**src/sv/assert_macros.svh**
```systemverilog
// ----------------------------------------------------------------------------
// Assertion macros
// Concurrent assertion wrappers, compiled out for synthesis.
// ----------------------------------------------------------------------------
`ifndef ASSERT_MACROS_SVH
`define ASSERT_MACROS_SVH

`ifndef SYNTHESIS

// Check a property on every rising clock edge outside reset.
`define FSP_ASSERT(lbl, clk, rst_n, prop, msg) \
  lbl: assert property (@(posedge clk) disable iff (!rst_n) (prop)) else $error(msg);

// Check a property on every rising clock edge, reset included.
`define FSP_ASSERT_ALWAYS(lbl, clk, prop, msg) \
  lbl: assert property (@(posedge clk) (prop)) else $error(msg);

`else

`define FSP_ASSERT(lbl, clk, rst_n, prop, msg)
`define FSP_ASSERT_ALWAYS(lbl, clk, prop, msg)

`endif

`endif

```
**src/sv/fsp_pkg.sv**
```systemverilog
// ----------------------------------------------------------------------------
// fsp_pkg
// Shared widths, codes and types of the fixed-slot pool allocator.
// ----------------------------------------------------------------------------
`timescale 1ns / 1ps
`default_nettype none

package fsp_pkg;

  localparam int ADDR_W     = 32;
  localparam int BYTES_W    = 24;
  localparam int TYPE_W     = 13;
  localparam int ALIGN_W    = 13;
  localparam int OFS_W      = 12;
  localparam int STRIDE_W   = 14;
  localparam int CFG_IDX_W  = 3;
  localparam int CFG_DATA_W = 32;

  typedef enum logic [1:0] {
    ACT_REBUILD = 2'd0,
    ACT_ALLOC   = 2'd1,
    ACT_RELEASE = 2'd2,
    ACT_NOP     = 2'd3
  } action_t;

  typedef enum logic [1:0] {
    ST_OK       = 2'd0,
    ST_EMPTY    = 2'd1,
    ST_BAD_ADDR = 2'd2
  } status_t;

  typedef enum logic [CFG_IDX_W-1:0] {
    CFG_POOL_START   = 3'd0,
    CFG_POOL_BYTES   = 3'd1,
    CFG_TYPE_BYTES   = 3'd2,
    CFG_ALIGNMENT    = 3'd3,
    CFG_ALIGN_OFFSET = 3'd4
  } cfg_reg_t;

  typedef enum logic [3:0] {
    S_IDLE,
    S_REB_SETUP,
    S_REB_DIV,
    S_REB_FILL,
    S_ALLOC_RD,
    S_ALLOC_WB,
    S_REL_CHK,
    S_REL_DIV,
    S_FINISH
  } state_t;

  // Divider result as seen by the control logic.
  typedef struct packed {
    logic                done;
    logic [ADDR_W-1:0]   quot;
    logic [STRIDE_W-1:0] rem;
  } div_res_t;

endpackage

`default_nettype wire

```
**src/sv/fsp_div.sv**
```systemverilog
// ----------------------------------------------------------------------------
// fsp_div
// Restoring divider, one quotient bit per cycle, quotient and remainder held.
// ----------------------------------------------------------------------------
`timescale 1ns / 1ps
`default_nettype none
`include "assert_macros.svh"

module fsp_div
  import fsp_pkg::*;
(
  input  wire logic                clk,
  input  wire logic                rst_n,
  input  wire logic                start,
  input  wire logic [ADDR_W-1:0]   dividend,
  input  wire logic [STRIDE_W-1:0] divisor,
  output div_res_t                 res
);

  localparam int CNT_W = $clog2(ADDR_W);

  logic                busy_r, busy_nxt;
  logic                done_r, done_nxt;
  logic [CNT_W-1:0]    cnt_r, cnt_nxt;
  logic [ADDR_W-1:0]   quo_r, quo_nxt;
  logic [STRIDE_W-1:0] rem_r, rem_nxt;
  logic [STRIDE_W-1:0] dvs_r, dvs_nxt;
  logic [STRIDE_W:0]   trial;
  logic [STRIDE_W:0]   diff;
  logic                ge;

  // Shift the next dividend bit into the partial remainder, subtract if it fits.
  assign trial = {rem_r, quo_r[ADDR_W-1]};
  assign diff  = trial - {1'b0, dvs_r};
  assign ge    = (trial >= {1'b0, dvs_r});

  always_comb begin
    busy_nxt = busy_r;
    done_nxt = 1'b0;
    cnt_nxt  = cnt_r;
    quo_nxt  = quo_r;
    rem_nxt  = rem_r;
    dvs_nxt  = dvs_r;
    if (start) begin
      busy_nxt = 1'b1;
      cnt_nxt  = '0;
      quo_nxt  = dividend;
      rem_nxt  = '0;
      dvs_nxt  = divisor;
    end else if (busy_r) begin
      quo_nxt = {quo_r[ADDR_W-2:0], ge};
      rem_nxt = ge ? diff[STRIDE_W-1:0] : trial[STRIDE_W-1:0];
      cnt_nxt = cnt_r + 1'b1;
      if (cnt_r == CNT_W'(ADDR_W - 1)) begin
        busy_nxt = 1'b0;
        done_nxt = 1'b1;
      end
    end
  end

  always_ff @(posedge clk) begin
    if (!rst_n) begin
      busy_r <= 1'b0;
      done_r <= 1'b0;
      cnt_r  <= '0;
    end else begin
      busy_r <= busy_nxt;
      done_r <= done_nxt;
      cnt_r  <= cnt_nxt;
    end
    quo_r <= quo_nxt;
    rem_r <= rem_nxt;
    dvs_r <= dvs_nxt;
  end

  assign res = {done_r, quo_r, rem_r};

  `FSP_ASSERT(a_rem_below_divisor, clk, rst_n, done_r && (dvs_r != '0) |-> rem_r < dvs_r, "remainder not below divisor")
  `FSP_ASSERT(a_done_ends_run, clk, rst_n, done_r |-> !busy_r && $past(busy_r), "done without a running division")

endmodule

`default_nettype wire

```
**config.mk**
```make
export PLATFORM = sky130hd
export DESIGN_NAME = fsp_div
export DESIGN_NICKNAME = d
export VERILOG_FILES = /design/src/sv/fsp_pkg.sv /design/src/sv/fsp_div.sv
export VERILOG_INCLUDE_DIRS = /design/src /design/src/sv
export SDC_FILE = /design/constraint.sdc
export NUM_CORES = 1
export LEC_CHECK = 0
export BUFFER_PORTS_ARGS = -buffer_cell sky130_fd_sc_hd__buf_2
export CAP_MARGIN = 20
export CORE_ASPECT_RATIO = 2
export CORE_MARGIN = 1
export CORE_UTILIZATION = 45
export DETAILED_ROUTE_END_ITERATION = 10
export PLACE_DENSITY = 0.72
export SLEW_MARGIN = 40
export SYNTH_ARGS = -nofsm -noshare
export SYNTH_HDL_FRONTEND = slang
export SYNTH_SLANG_ARGS = --single-unit
```
**constraint.sdc**
```tcl
create_clock -name clk -period 3.4 [get_ports clk]
set_clock_uncertainty 0.2 [all_clocks]
set_input_delay 0.17 -clock clk [delete_from_list [all_inputs] [get_ports clk]]
set_output_delay 0.17 -clock clk [all_outputs]
set_load 0.05 [all_outputs]
```
Word level (Yosys, flattened, before mapping). Cells that the tools add are included.

Flip-flop bits (word level): 67. Latch bits: 0. Bits in writable memories: 0. Memory bits (read-only): 0. Input bits: 49. Output and inout port bits: 47. Logic and storage cells: 22. Memories kept: 0.

Add/sub/neg operators: 2. Multipliers: 0. Divide/modulo/power cells: 0. Magnitude comparators: 1. Equality and inequality tests: 1. Shift-type cells: 0. Muxes and demuxes: 7. Bitwise logic cells: 2. Reductions and logical operators: 3.

Operators by type and width (count): $mux W32 (2); $ge A15 B14 Y1 (1); $mux W14 (1); $sub A14 B14 Y14 (1); $add A5 B1 Y5 const B (1); $eq A5 B5 Y1 const B (1); $mux W1 (4); $reduce_or A3 Y1 (1); $not A1 Y1 (2); $reduce_bool A2 Y1 (1); $reduce_or A2 Y1 (1).

Longest topological paths before layout.
Depth after elaboration: 4. Depth in mapped cells: 10. Mapped depth without buffers: 10.

Worst setup path before layout. No wires, ideal clock.

Path kind: register -> register. From: register rem_r[7]. To: register quo_r[0], data pin. Library setup time: 0.260 ns. Arrival: 2.290 ns. Required time: 2.940 ns. Setup slack: 0.650 ns. Stages on the path, launching flop included: 8. Path buffers: 1. Period minus slack after synthesis: 2.750 ns. Cells stage by stage: dfxtp_1 > ha_1 > a21oi_1 > o21ai_0 > a221oi_2 > o41ai_2 > buf_2 > mux2_2.

Word-level cells in the longest chain between the ends: 3.

Ends and longest elaborated chain: from (decl) (line fsp_div.sv:26) `logic [STRIDE_W-1:0] rem_r, rem_nxt;`; from (signal assigned) (line fsp_div.sv:72) `rem_r <= rem_nxt;`; $ge A15 B14 Y1 (line fsp_div.sv:35) `assign ge = (trial >= {1'b0, dvs_r});`; $mux W32 (line fsp_div.sv:50) `end else if (busy_r) begin`; $mux W32 (line fsp_div.sv:44) `if (start) begin`; net quo_nxt[0] (line fsp_div.sv:25) `logic [ADDR_W-1:0] quo_r, quo_nxt;`; to (signal assigned) (line fsp_div.sv:71) `quo_r <= quo_nxt;`; to (decl) (line fsp_div.sv:25).

The timed path passes the listed nets, and every way through them passes these cells. The select of a mux whose other input is x is not followed. A chain may end at the register's enable or synchronous reset.

Worst setup path after layout.
From: register quo_r[31]. To: register rem_r[8].

Word-level cells in the longest chain between the ends: 2. Elaborated cells between the ends (all ways): 3.

Ends and longest elaborated chain: $sub A14 B14 Y14 or $ge A15 B14 Y1 (tied branches) (line fsp_div.sv:34, fsp_div.sv:35); $mux W14 * (line fsp_div.sv:52) `rem_nxt = ge ? diff[STRIDE_W-1:0] : trial[STRIDE_W-1:0];`.

Every way passes the cells marked *; elsewhere a longest branch is shown, timed or not.

==> flow_summary.toml <==
[detailed_routing]
vias = 2758
totalWireLength_um = 8480
drt_iter0_drc = 148
drtAntennaViolNets = 0
avgViaCountPerCell = 5.26
drt_pass1_iterations = 4
wl_per_cell_um = 16.2
drc_errors = 0

[min_path]
min_path_cells = 4
hp-class = "in -> reg"

[logic_synthesis]
synth_flop_cell = "edfxtp_1"
ys_seq_area_share_pct = 53.6
synth.area.top_cells = "edfxtp_1 41%, dfxtp_1 13%, mux2_2 11%"
synth_area_per_cell_sq_um = 12.0
yosysUniqueCellTypes = 46
yosys_warnings = 0
syn_nets = 347
ys_async_sr_fraction_pct = 0
synth_edf_count = 46
synthesis.area_sq_um = 3360
synth_seq_cells = 67
synth_top_area_share_pct = 41.1
synth_top_area_cell = "edfxtp_1"
synth_cells = 280

[floorplan]
dieArea_sq_um = 7840
die_h_um = 124
core_sq_um = 7270
io_pins = 96
fp.dieW_um = 63.1
rows = 44
initial_core_util_pct = 46.3

[sta]
worstMarginPinSlew_ns = 0.761
hold_viol_final = 0
post-route-min-period_ns = 2.82
fmax_ghz = 0.355
rsz0062_at_grt = "false"
relSlewSlack_pct = 49.1
slew_violations = 0
period_share_pct = 82.9
setup_viol = 0
final.setup.tns_ns = 0

[grt]
gr-usage-met3_pct = 6.87
busiest_layer = "met2"
grt_max_degree = 56
gr-usage-all-layers_pct = 22.4
antenna_found_initial = 0
grt_pass1_vias = 2846
grt_use_met1_pct = 22.8
grt_pass1_wl_um = 13200
overflow = 0
use_met2_pct = 39.8

[cts]
postCtsSetupRepairBufs = 0
root_buffer = "clkbuf_16"
htreeDepth = 3
clock_latency_ns = 0.33
clock_path_buffers = 2
cts.repair.resized = 0
tritoncts = "yes"
clkTransAtPathRegs_ns = 0.06
cts_sinks = 67
cts_buffers = 9

[critical_path]
slowest_stage = "fa_1"
worstSetupEndpointType = "flip-flop"
cp.arrival_ns = 2.86
crit_path_max_fanout = 3
crit_top_cell = "inv_1"
critPathLaunchType = "flip-flop"
critPathKind = "reg -> reg"
required_ns = 3.44
rr_worst_depth = 9
critPathMaxStageDelay_ns = 0.42
crit_chain = "inv_1 > ha_1 > inv_1 > fa_1 > a211oi_1 > o211a_1 > nor2_1 > or3_1 > a311oi_1"

[placed_design]
place_hpwl_um = 5550
io_buffers = 95
gp_congestion = 0.881
place_area_sq_um = 3940

[power]
switchingPower_uw = 714
power_uw = 2500
leakagePower_uw = 0.00209
p_sw_share_pct = 28.6
p_seq_share_pct = 39.6
p_clk_share_pct = 38.9
intPower_uw = 1780
p_comb_share_pct = 21.4
power-per-cell-area_nw_per_um2 = 528
max-vdd-ir-drop_v = 0.000323

[finish]
nNetsFinal = 494
layout-drive-gt1-share_pct = 35.2
n_antenna_cell = 0
fin_area_sq_um = 4720
nFillCells = 582
area_delta_synth_final_pct = 40.5

[run]
cap_violations = 0

[outcome]
outcome = "finished clean"
[repair_timing]
| item | 4_1_cts | 5_1_grt |
|---|---|---|
| hold buffers | 47 | 0 |
| endpoints found under the setup margin | 0 | 0 |
| hold endpoints to repair | 48 | 0 |
[cells in the final DEF (no fill, tap or decap), types with 4 or more instances in the layout]
master,count
buf_2,95
dlygate4sd3_1,47
edfxtp_1,46
mux2_2,32
nand2_1,24
dfxtp_1,21
ha_1,17
inv_1,16
nor2_1,14
a21oi_1,12
o21ai_0,9
clkbuf_16,9
nand3_1,8
xor2_1,8
xnor2_1,6
a311oi_1,5
buf_4,5
nor2b_1,4
[logic make-up after synthesis]
logic type / after synthesis / share of synthesized area, %
AO/OA/AOI/OAI: 53 / 11.8
XOR/XNOR: 14 / 3.65
adder cells (fa/ha/maj): 18 / 6.92
buffers and inverters: 27 / 3.20
flip-flops: 67 / 53.6
multiplexers: 35 / 11.6
AND/OR/NAND/NOR: 66 / 9.26
[through the flow]
step	std cells	util (%)	hold slack (ns)	setup WS [ns]
after global placement	461	54.3	0.146	0.663
after detailed placement	461	54.3	0.148	0.674
after CTS	524	65.0	0.102	0.618
after global routing	524	65.0	0.119	0.436
after floorplan	280	-	0.0689	0.650
final	524	65.0	0.107	0.583
[final timing paths]
kind / slack (ns) / end / from
hold reg to reg: 0.30 / cnt_r[4]$_SDFFE_PP0P_ / cnt_r[4]$_SDFFE_PP0P_
setup reg to reg: 0.58 / rem_r[8]$_SDFFE_PP0P_ / quo_r[31]$_DFFE_PP_
hold / removal: 0.11 / rem_r[3]$_SDFFE_PP0P_ / start
setup / recovery: 0.58 / rem_r[8]$_SDFFE_PP0P_ / quo_r[31]$_DFFE_PP_
[final cells by class]
cell class	instances	area, sq um	area share, %
Sequential cell	67	1800	38.1
Multi-Input combinational cell	186	1450	30.8
Timing Repair Buffer	147	983	20.8
Clock buffer	11	233	4.93
Tap cell	92	115	2.44
Clock inverter	5	77.6	1.64
Inverter	16	60.1	1.27
[worst max-delay path: cells and delay by family, from the launching register on]
family,cells,cell delay (ns)
AOI/OAI and AO/OA,3,0.98
adders and majority gates,2,0.57
buffers and inverters,2,0.17
DFF,1,0.38
and+or+nand+nor,2,0.43
[Yosys cell counts (2+ instances only)]
cell      number
edfxtp_1      46
mux2_2        32
nand2_1       24
dfxtp_1       21
ha_1          17
inv_1         16
nor2_1        14
a21oi_1       12
o21ai_0        9
clkbuf_1       8
nand3_1        8
xor2_1         8
xnor2_1        6
a311oi_1       5
nor2b_1        4
a21o_1         3
a32oi_1        3
and2_1         3
and3_1         3
mux2i_1        3
o211a_1        3
a211oi_1       2
buf_2          2
nand4_1        2
o211ai_1       2
o21a_1         2
o31ai_1        2
or3_1          2
[sequential cells by signal (all words and copies together), names as in the netlist]
name / cells
dvs_r: 14
busy_r: 1
done_r: 1
quo_r: 32
rem_r: 14
cnt_r: 5
[power groups by stage]
| stage | Combinational, uW | Clock, uW | Sequential [uW] |
|---|---|---|---|
| floorplan | 195 | 0 | 1160 |
| global placement | 481 | 0 | 1000 |
| detailed placement | 488 | 0 | 1000 |
| CTS | 530 | 990 | 988 |
| global route | 567 | 1020 | 996 |
| finish | 535 | 972 | 988 |
[layer usage]
layer  wire [um]  up-vias
met5           0        -
li1            -     1332
met2        4580      108
met3         510       19
met4         275        0
met1        3120     1299
(Power assumes the default switching activity.)
